**config.mk**
```make
export PLATFORM = sky130hd
export DESIGN_NAME = integer_to_radix_digits
export DESIGN_NICKNAME = d
export VERILOG_FILES = /design/src/rtl/core/itrd_pkg.sv /design/src/rtl/core/itrd_front.sv /design/src/rtl/core/itrd_fifo.sv /design/src/rtl/core/itrd_back.sv /design/src/rtl/core/integer_to_radix_digits.sv
export SDC_FILE = /design/constraint.sdc
export NUM_CORES = 1
export LEC_CHECK = 0
export BUFFER_PORTS_ARGS = -buffer_cell sky130_fd_sc_hd__buf_2
export CORE_ASPECT_RATIO = 1.5
export CORE_MARGIN = 8
export CORE_UTILIZATION = 45
export DETAILED_ROUTE_END_ITERATION = 10
export GPL_ROUTABILITY_DRIVEN = 0
export PLACE_DENSITY = 0.63
export SKIP_CTS_REPAIR_TIMING = 1
export SKIP_LAST_GASP = 1
export SLEW_MARGIN = 25
export SYNTH_ARGS = -nofsm -noshare
export SYNTH_HDL_FRONTEND = slang
export SYNTH_SLANG_ARGS = --single-unit
```
**constraint.sdc**
```tcl
create_clock -name clk_i -period 6.6 [get_ports clk_i]
set_clock_uncertainty 0.1 [all_clocks]
set_input_delay 0.33 -clock clk_i [delete_from_list [all_inputs] [get_ports clk_i]]
set_output_delay 0.33 -clock clk_i [all_outputs]
set_load 0.01 [all_outputs]
```
**src/rtl/core/itrd_pkg.sv**
```systemverilog
// Package for the integer to radix digit converter.
// Holds widths, ASCII constants, the queue entry type and the digit encoder.
// No dependencies.
`timescale 1ns / 1ps
`default_nettype none

package itrd_pkg;

  // Width of the signed input value
  localparam int VALUE_BITS  = 32;
  localparam int BASE_W      = 6;
  // A digit is below the largest base (36), so it fits the base width
  localparam int DIGIT_W     = BASE_W;
  localparam int CHAR_W      = 7;
  // Base 2 with the most negative value gives VALUE_BITS digits
  localparam int MAX_DIGITS  = VALUE_BITS;
  localparam int CNT_W       = $clog2(MAX_DIGITS + 1);
  localparam int PTR_W       = $clog2(MAX_DIGITS);
  localparam int BIT_W       = $clog2(VALUE_BITS);
  localparam int QUEUE_DEPTH = 2;
  localparam int Q_PTR_W     = (QUEUE_DEPTH > 1) ? $clog2(QUEUE_DEPTH) : 1;
  localparam int Q_CNT_W     = $clog2(QUEUE_DEPTH + 1);

  localparam logic [BASE_W-1:0]  BASE_MIN   = BASE_W'(2);
  localparam logic [BASE_W-1:0]  BASE_MAX   = BASE_W'(36);
  localparam logic [DIGIT_W-1:0] TEN        = DIGIT_W'(10);
  localparam logic [CHAR_W-1:0]  ASCII_ZERO = CHAR_W'(48);
  localparam logic [CHAR_W-1:0]  ASCII_A    = CHAR_W'(65);

  // Classified job passed from the front end to the conversion engine
  typedef struct packed {
    logic [VALUE_BITS-1:0] mag;
    logic [BASE_W-1:0]     base;
    logic                  neg;
    logic                  bad;
  } job_t;

  // Map a digit value to its ASCII character
  function automatic logic [CHAR_W-1:0] digit_to_ascii(input logic [DIGIT_W-1:0] d);
    logic [CHAR_W-1:0] c;
    if (d < TEN) begin
      c = ASCII_ZERO + CHAR_W'(d);
    end else begin
      c = ASCII_A + CHAR_W'(d - TEN);
    end
    return c;
  endfunction

endpackage

`default_nettype wire

```
**src/rtl/core/itrd_front.sv**
```systemverilog
// Front end of the radix converter: takes the magnitude and sign of the
// input value, and checks the base. Uses itrd_pkg.
`timescale 1ns / 1ps
`default_nettype none

module itrd_front (
  input  wire logic [itrd_pkg::VALUE_BITS-1:0] value_i,
  input  wire logic [itrd_pkg::BASE_W-1:0]     base_i,
  output itrd_pkg::job_t                       job_o
);

  logic neg;

  // Take the two's complement magnitude; the most negative value wraps to 2^(N-1)
  assign neg = value_i[itrd_pkg::VALUE_BITS-1];

  always_comb begin
    job_o.mag  = neg ? (~value_i + itrd_pkg::VALUE_BITS'(1)) : value_i;
    job_o.base = base_i;
    job_o.neg  = neg;
    job_o.bad  = (base_i < itrd_pkg::BASE_MIN) || (base_i > itrd_pkg::BASE_MAX);
  end

endmodule

`default_nettype wire

```
**src/rtl/core/itrd_fifo.sv**
```systemverilog
// Short job queue between the front end and the conversion engine.
// Entry type and depth come from itrd_pkg.
`timescale 1ns / 1ps
`default_nettype none

module itrd_fifo (
  input  wire logic           clk_i,
  input  wire logic           rst_ni,
  input  wire logic           push_i,
  input  wire itrd_pkg::job_t push_data_i,
  output logic                full_o,
  input  wire logic           pop_i,
  output itrd_pkg::job_t      pop_data_o,
  output logic                empty_o
);

  itrd_pkg::job_t                mem_q [itrd_pkg::QUEUE_DEPTH];
  logic [itrd_pkg::Q_PTR_W-1:0]  wr_ptr_q, rd_ptr_q;
  logic [itrd_pkg::Q_CNT_W-1:0]  count_q;
  logic                          do_push, do_pop;

  assign full_o     = (count_q == itrd_pkg::Q_CNT_W'(itrd_pkg::QUEUE_DEPTH));
  assign empty_o    = (count_q == '0);
  assign do_push    = push_i && !full_o;
  assign do_pop     = pop_i && !empty_o;
  assign pop_data_o = mem_q[rd_ptr_q];

  // Store entries
  always_ff @(posedge clk_i) begin
    if (do_push) begin
      mem_q[wr_ptr_q] <= push_data_i;
    end
  end

  // Advance pointers and track fill level
  always_ff @(posedge clk_i or negedge rst_ni) begin
    if (!rst_ni) begin
      wr_ptr_q <= '0;
      rd_ptr_q <= '0;
      count_q  <= '0;
    end else begin
      if (do_push) begin
        wr_ptr_q <= (wr_ptr_q == itrd_pkg::Q_PTR_W'(itrd_pkg::QUEUE_DEPTH - 1))
                    ? '0 : wr_ptr_q + itrd_pkg::Q_PTR_W'(1);
      end
      if (do_pop) begin
        rd_ptr_q <= (rd_ptr_q == itrd_pkg::Q_PTR_W'(itrd_pkg::QUEUE_DEPTH - 1))
                    ? '0 : rd_ptr_q + itrd_pkg::Q_PTR_W'(1);
      end
      if (do_push && !do_pop) begin
        count_q <= count_q + itrd_pkg::Q_CNT_W'(1);
      end else if (do_pop && !do_push) begin
        count_q <= count_q - itrd_pkg::Q_CNT_W'(1);
      end
    end
  end

endmodule

`default_nettype wire

```
**src/rtl/core/itrd_back.sv**
```systemverilog
// Conversion engine: bit-serial restoring divider, digit stack and
// output register with digit encoding. Uses itrd_pkg.
`timescale 1ns / 1ps
`default_nettype none

module itrd_back (
  input  wire logic                            clk_i,
  input  wire logic                            rst_ni,
  input  wire itrd_pkg::job_t                  job_i,
  input  wire logic                            job_valid_i,
  output logic                                 job_pop_o,
  output logic                                 out_valid_o,
  input  wire logic                            out_ready_i,
  output logic [itrd_pkg::CHAR_W-1:0]          out_char_o,
  output logic                                 out_neg_o,
  output logic                                 out_bad_o,
  output logic                                 out_last_o
);

  localparam logic [1:0] ST_IDLE = 2'd0;
  localparam logic [1:0] ST_DIV  = 2'd1;
  localparam logic [1:0] ST_EMIT = 2'd2;

  logic [1:0]                        state_q, state_d;
  logic [itrd_pkg::VALUE_BITS-1:0]   quo_q, quo_d;
  logic [itrd_pkg::DIGIT_W-1:0]      rem_q, rem_d;
  logic [itrd_pkg::BASE_W-1:0]       base_q;
  logic                              neg_q, bad_q;
  logic [itrd_pkg::BIT_W-1:0]        bit_q;
  logic [itrd_pkg::CNT_W-1:0]        n_q;
  logic [itrd_pkg::DIGIT_W-1:0]      stack_q [itrd_pkg::MAX_DIGITS];
  logic [itrd_pkg::DIGIT_W:0]        trial;
  logic                              ge;
  logic                              div_done;
  logic                              out_load;
  logic [itrd_pkg::PTR_W-1:0]        top_idx;
  logic                              out_valid_q;
  logic [itrd_pkg::CHAR_W-1:0]       out_char_q;
  logic                              out_neg_q, out_bad_q, out_last_q;

  // One restoring division step: bring down the next quotient bit
  assign trial    = {rem_q, quo_q[itrd_pkg::VALUE_BITS-1]};
  assign ge       = (trial >= {1'b0, base_q});
  assign rem_d    = ge ? itrd_pkg::DIGIT_W'(trial - {1'b0, base_q})
                       : itrd_pkg::DIGIT_W'(trial);
  assign quo_d    = {quo_q[itrd_pkg::VALUE_BITS-2:0], ge};
  assign div_done = (bit_q == itrd_pkg::BIT_W'(itrd_pkg::VALUE_BITS - 1));

  assign job_pop_o = (state_q == ST_IDLE) && job_valid_i;
  assign out_load  = (state_q == ST_EMIT) && (!out_valid_q || out_ready_i);
  assign top_idx   = itrd_pkg::PTR_W'(n_q - itrd_pkg::CNT_W'(1));

  // Next state
  always_comb begin
    state_d = state_q;
    case (state_q)
      ST_IDLE: begin
        if (job_valid_i) begin
          state_d = job_i.bad ? ST_EMIT : ST_DIV;
        end
      end
      ST_DIV: begin
        if (div_done && (quo_d == '0)) begin
          state_d = ST_EMIT;
        end
      end
      ST_EMIT: begin
        if (out_load && (n_q == itrd_pkg::CNT_W'(1))) begin
          state_d = ST_IDLE;
        end
      end
      default: state_d = ST_IDLE;
    endcase
  end

  // Push remainders onto the digit stack
  always_ff @(posedge clk_i) begin
    if ((state_q == ST_DIV) && div_done) begin
      stack_q[n_q[itrd_pkg::PTR_W-1:0]] <= rem_d;
    end
  end

  // Divider datapath
  always_ff @(posedge clk_i) begin
    if (job_pop_o) begin
      quo_q  <= job_i.mag;
      rem_q  <= '0;
      base_q <= job_i.base;
      neg_q  <= job_i.neg;
      bad_q  <= job_i.bad;
    end else if (state_q == ST_DIV) begin
      quo_q <= quo_d;
      rem_q <= div_done ? '0 : rem_d;
    end
  end

  // Output payload
  always_ff @(posedge clk_i) begin
    if (out_load) begin
      out_char_q <= bad_q ? '0 : itrd_pkg::digit_to_ascii(stack_q[top_idx]);
      out_neg_q  <= neg_q;
      out_bad_q  <= bad_q;
      out_last_q <= (n_q == itrd_pkg::CNT_W'(1));
    end
  end

  // Control: state, bit counter, digit count, output valid
  always_ff @(posedge clk_i or negedge rst_ni) begin
    if (!rst_ni) begin
      state_q     <= ST_IDLE;
      bit_q       <= '0;
      n_q         <= '0;
      out_valid_q <= 1'b0;
    end else begin
      state_q <= state_d;
      if (job_pop_o) begin
        bit_q <= '0;
        // A bad base yields one flagged result
        n_q   <= job_i.bad ? itrd_pkg::CNT_W'(1) : '0;
      end else if (state_q == ST_DIV) begin
        bit_q <= div_done ? '0 : bit_q + itrd_pkg::BIT_W'(1);
        if (div_done) begin
          n_q <= n_q + itrd_pkg::CNT_W'(1);
        end
      end else if (out_load) begin
        n_q <= n_q - itrd_pkg::CNT_W'(1);
      end
      if (out_load) begin
        out_valid_q <= 1'b1;
      end else if (out_ready_i) begin
        out_valid_q <= 1'b0;
      end
    end
  end

  assign out_valid_o = out_valid_q;
  assign out_char_o  = out_char_q;
  assign out_neg_o   = out_neg_q;
  assign out_bad_o   = out_bad_q;
  assign out_last_o  = out_last_q;

endmodule

`default_nettype wire

```
**src/rtl/core/integer_to_radix_digits.sv**
```systemverilog
// Top level of the integer to radix digit converter.
// Instantiates itrd_front, itrd_fifo and itrd_back; uses itrd_pkg.
//
//   Channel   Direction  Payload
//   s_axis    in         tdata: value[31:0], base[37:32], zero pad [39:38]
//   m_axis    out        tdata: digit_char[6:0], pad [7]; tuser: was_negative,
//                        bad_base; tlast: last digit
//
// The bit-serial divider runs one division per digit, each through all
// VALUE_BITS quotient bits, and the digits are emitted from the stack
// after the last division. A bad base yields one flagged result.
// Reset is asynchronous, active low, and clears queue and engine control.
// A two-entry job queue lets the input side accept while the engine works,
// and the output register holds a digit while the next one is prepared.
`timescale 1ns / 1ps
`default_nettype none

module integer_to_radix_digits (
  input  wire logic       clk_i,
  input  wire logic       rst_ni,
  input  wire logic       s_axis_tvalid_i,
  output logic            s_axis_tready_o,
  input  wire logic [39:0] s_axis_tdata_i,   // value[31:0], base[37:32], pad
  output logic            m_axis_tvalid_o,
  input  wire logic       m_axis_tready_i,
  output logic [7:0]      m_axis_tdata_o,    // digit_char[6:0], pad[7]
  output logic [1:0]      m_axis_tuser_o,    // was_negative[0], bad_base[1]
  output logic            m_axis_tlast_o
);

  itrd_pkg::job_t              front_job, queue_job;
  logic                        queue_full, queue_empty, job_pop;
  logic [itrd_pkg::CHAR_W-1:0] out_char;
  logic                        out_neg, out_bad;

  // Classify incoming items
  itrd_front u_front (
    .value_i (s_axis_tdata_i[itrd_pkg::VALUE_BITS-1:0]),
    .base_i  (s_axis_tdata_i[itrd_pkg::VALUE_BITS +: itrd_pkg::BASE_W]),
    .job_o   (front_job)
  );

  // Queue classified jobs
  itrd_fifo u_fifo (
    .clk_i       (clk_i),
    .rst_ni      (rst_ni),
    .push_i      (s_axis_tvalid_i),
    .push_data_i (front_job),
    .full_o      (queue_full),
    .pop_i       (job_pop),
    .pop_data_o  (queue_job),
    .empty_o     (queue_empty)
  );

  assign s_axis_tready_o = !queue_full;

  // Convert and emit digits
  itrd_back u_back (
    .clk_i       (clk_i),
    .rst_ni      (rst_ni),
    .job_i       (queue_job),
    .job_valid_i (!queue_empty),
    .job_pop_o   (job_pop),
    .out_valid_o (m_axis_tvalid_o),
    .out_ready_i (m_axis_tready_i),
    .out_char_o  (out_char),
    .out_neg_o   (out_neg),
    .out_bad_o   (out_bad),
    .out_last_o  (m_axis_tlast_o)
  );

  assign m_axis_tdata_o = {1'b0, out_char};
  assign m_axis_tuser_o = {out_bad, out_neg};

endmodule

`default_nettype wire
```
==> summary.md <==
| Metric | Value |
|---|---|
| Async set-reset flop share out of synthesis | `5.20%` |
| DRC Markers | `0` |
| Prevailing post-synth register cell | `edfxtp_1` |
| Hold Crit Class | `in2reg` |
| Reg-to-reg slack, setup | `1.53 ns` |
| Ranking of synthesized cells by area | `edfxtp_1, mux4_2, mux2i_1` |
| Cell taking the most area after synthesis | `edfxtp_1` |
| EDFF count, synth | `322` |
| Setup TNS | `0 ns` |
| Dpl cells | `approximately 1400` |
| Die width | `164 um` |
| Slack of the critical path | `1.53 ns` |
| Antenna violations before repair | `0` |
| Starting Density | `45.4%` |
| Total number of vias | `8035` |
| Total Nets Final | `around 1100` |
| Final Hold Fails | `0` |
| CTS Root Cell | `clkbuf_16` |
| Die Area | `a little under 0.04 mm^2` |
| Mapped Cells | `957` |
| Crit path DAT | `between 5 and 6 ns` |
| IO Port Bufs | `53` |
| Crit path required time | `6.79 ns` |
| # IOs | `57` |
| Reg clk slew, reported paths | `0.06 ns` |
| R2r startpoint | `u_back.n_q[0]$_DFFE_PN0P_` |
| CTS Buffer Depth | `3` |
| Rows | `81` |
| Share of layout cells above drive strength 1 | `17.9%` |
| Number of global-route vias before repair | `8446` |
| Worst slew pin tran | `0.931 ns` |
| VDD IR max | `268 uV` |
| First-pass GRT wire length | `approximately 46 mm` |
| Finished Layout Cells | `1458` |
| Area added between synthesis and finish | `12.3%` |
| N_diodes | `0` |
| DP Wirelength | `19.6 mm` |
| Wire length per cell | `20.2 um` |
| Post-Route WL | `29.4 mm` |
| Synthesized cell area | `0.0148 mm^2` |
| Total CTS buffers | `31` |
| Sequential element share of the synthesized area | `about 69%` |
| Unique masters post-synth | `62` |
| Fin crit period | `5.07 ns` |
| FF+latch count, synth | `346` |
| Final setup viols | `0` |
| Setup crit start kind | `register` |
| Critical path destination | `u_back.out_char_o[2]$_SDFFCE_PP0P_` |
| Drt via density | `about 5.5` |
| H-tree lvl count | `1` |
| Crit. End Element | `register` |
| F_max | `197 MHz` |
| R2R Path End | `u_back.out_char_o[2]$_SDFFCE_PP0P_` |
| Pre-antenna DRT Iters | `7` |
| CORE AREA | `approximately 0.033 mm^2` |
| Unrepaired setup endpoints after global routing | `false` |
| Final Cycle Share | `76.8%` |
| Share of the synthesized area in the top cell type | `roughly two thirds` |
| Tot Pwr | `8.18 mW` |
| Setup CP Type | `reg2reg` |
| Clock tree from TritonCTS | `done` |
| Average footprint of a synthesized cell | `15.4 um^2` |
| Syn nets | `between 1000 and 1500` |
| Clk_lat worst skew | `about 0.56 ns` |
| Fin. max-slew vios | `0` |
| Gr usage total | `15.2%` |
| Die Y-Extent | `238 um` |
| Overflow after GRT | `0` |
| Yosys warns | `0` |
| Pin count of the biggest net entering global routing | `67` |
| Max cap viols | `0` |
| Leakage | `~5.7 nW` |
| DR iter-0 viols | `392` |
| Relative slew margins | `37.9%` |
| Post-DRT Antenna Nets | `0` |
| Critical path startpoint | `u_back.n_q[0]$_DFFE_PN0P_` |
| Placement Setup Slack | `1.46 ns` |
| Power per cell area | `just under 500 mW/mm^2` |
| Clk sink count | `346` |
| WHS | `0.00816 ns` |
| Crit path max fanout | `57` |
| Reg2reg path depth | `11` |
| Status | `finished, final reports clean` |
[synth_stat cells (8+ instances only)]
cell type,count
or3_1,8
inv_1,21
edfxtp_1,322
a21oi_1,11
nand2b_1,10
o31ai_1,10
ha_1,18
nor3_1,9
mux4_2,44
nor2_1,66
nand3_1,15
xnor2_1,35
clkbuf_1,25
mux2i_1,53
nand2_1,83
o21ai_0,65
dfrtp_1,18
buf_2,10
mux2_2,11
nand4_1,11
nor4_1,9
[stage by stage]
| stage | instance area, um^2 | utilization (%) |
|---|---|---|
| finish | 16600 | 51.0 |
| global route | 16600 | 51.0 |
| CTS | 16500 | 50.7 |
| detailed placement | 15500 | 47.7 |
| global placement | 15500 | 47.7 |
| floorplan | 14800 | - |
[power breakdown]
part / total (mW) / internal (mW) / switching [mW] / leakage [nW]
logic: 3.04 / 1.14 / 1.90 / 1.96
registers: 3.39 / 3.16 / 0.225 / 3.26
clock network: 1.75 / 0.985 / 0.764 / 0.484
total: 8.18 / 5.29 / 2.89 / 5.71
[cell families (layout without fill, tap and decap cells)]
| family | count (synthesis) | after routing | synth area share, % |
|---|---|---|---|
| XOR/XNOR | 42 | 42 | 2.49 |
| AO/OA/AOI/OAI | 128 | 128 | 5.36 |
| other | 1 | 1 | 0.0254 |
| multiplexers | 108 | 108 | 11.1 |
| buffers and inverters | 66 | 152 | 1.87 |
| AND/OR/NAND/NOR | 247 | 247 | 8.16 |
| flip-flops | 346 | 346 | 69.3 |
| adder cells (fa/ha/maj) | 19 | 19 | 1.66 |
[state kept, by name (all words and copies together) (netlist names), 2 cells and up]
signal,cells
u_back.out_char_o,7
u_back.n_q,6
u_fifo.mem_q,80
u_back.bit_q,5
u_fifo.count_q,2
u_back.rem_q,6
u_back.base_q,6
u_back.quo_q,32
u_back.state_q,2
u_back.stack_q,192
[area by class of cell]
type                       count  area (um^2)
tap                          415          519
fill                        2700        15900
multi-input combinational    545         4320
clock inverter                14          121
clock buffer                  43          861
sequential                   346        10200
timing repair buffer          73          440
inverter                      22         82.6
[placed cells by master (no fill, tap or decap), types with 16 or more instances in the layout]
cell type | Yosys | layout
edfxtp_1 | 322 | 322
mux2i_1 | 53 | 52
o21ai_0 | 65 | 65
buf_2 | 10 | 53
mux4_2 | 44 | 44
dfrtp_1 | 18 | 16
inv_1 | 21 | 20
ha_1 | 18 | 17
nand2_1 | 83 | 83
xnor2_1 | 35 | 34
clkbuf_16 | 0 | 31
nor2_1 | 66 | 65
[critical path: stages (launching register included)]
cell	delay, ns
dfrtp_2	0.73
clkinv_1	0.57
ha_2	0.50
buf_4	0.70
mux4_2	0.42
mux2i_1	0.30
o21ai_0	0.14
nand4_1	0.27
nand2_1	0.09
a31oi_1	0.67
nand3b_1	0.20
a21oi_1	0.08
[worst min-delay path by stage]
stage | from | end | slack, ns | depth (start not counted)
floorplan | rst_ni | u_back.bit_q[0]$_DFFE_PN0P_ | -0.07 | 0
global placement | rst_ni | u_back.n_q[2]$_DFFE_PN0P_ | 0.20 | 1
detailed placement | rst_ni | u_back.n_q[2]$_DFFE_PN0P_ | 0.21 | 1
CTS | rst_ni | u_back.bit_q[2]$_DFFE_PN0P_ | -0.40 | 1
global route | s_axis_tdata_i[14] | u_fifo.mem_q[1][22]$_DFFE_PP_ | 0.005 | 2
finish | s_axis_tdata_i[14] | u_fifo.mem_q[1][22]$_DFFE_PP_ | 0.008 | 2
[per-layer routing]
metal / part of all wire [%] / GRT usage [%] / vias to the layer above / wire [um]
met5: 0 / 0 / - / 0
met4: 3.9 / 6.80 / 0 / 1140
met3: 4.1 / 2.02 / 68 / 1200
met2: 55 / 28.8 / 192 / 16300
met1: 37 / 16.5 / 3980 / 10800
li1: - / - / 3795 / -
No activity file was read; power rests on OpenSTA's default activity.
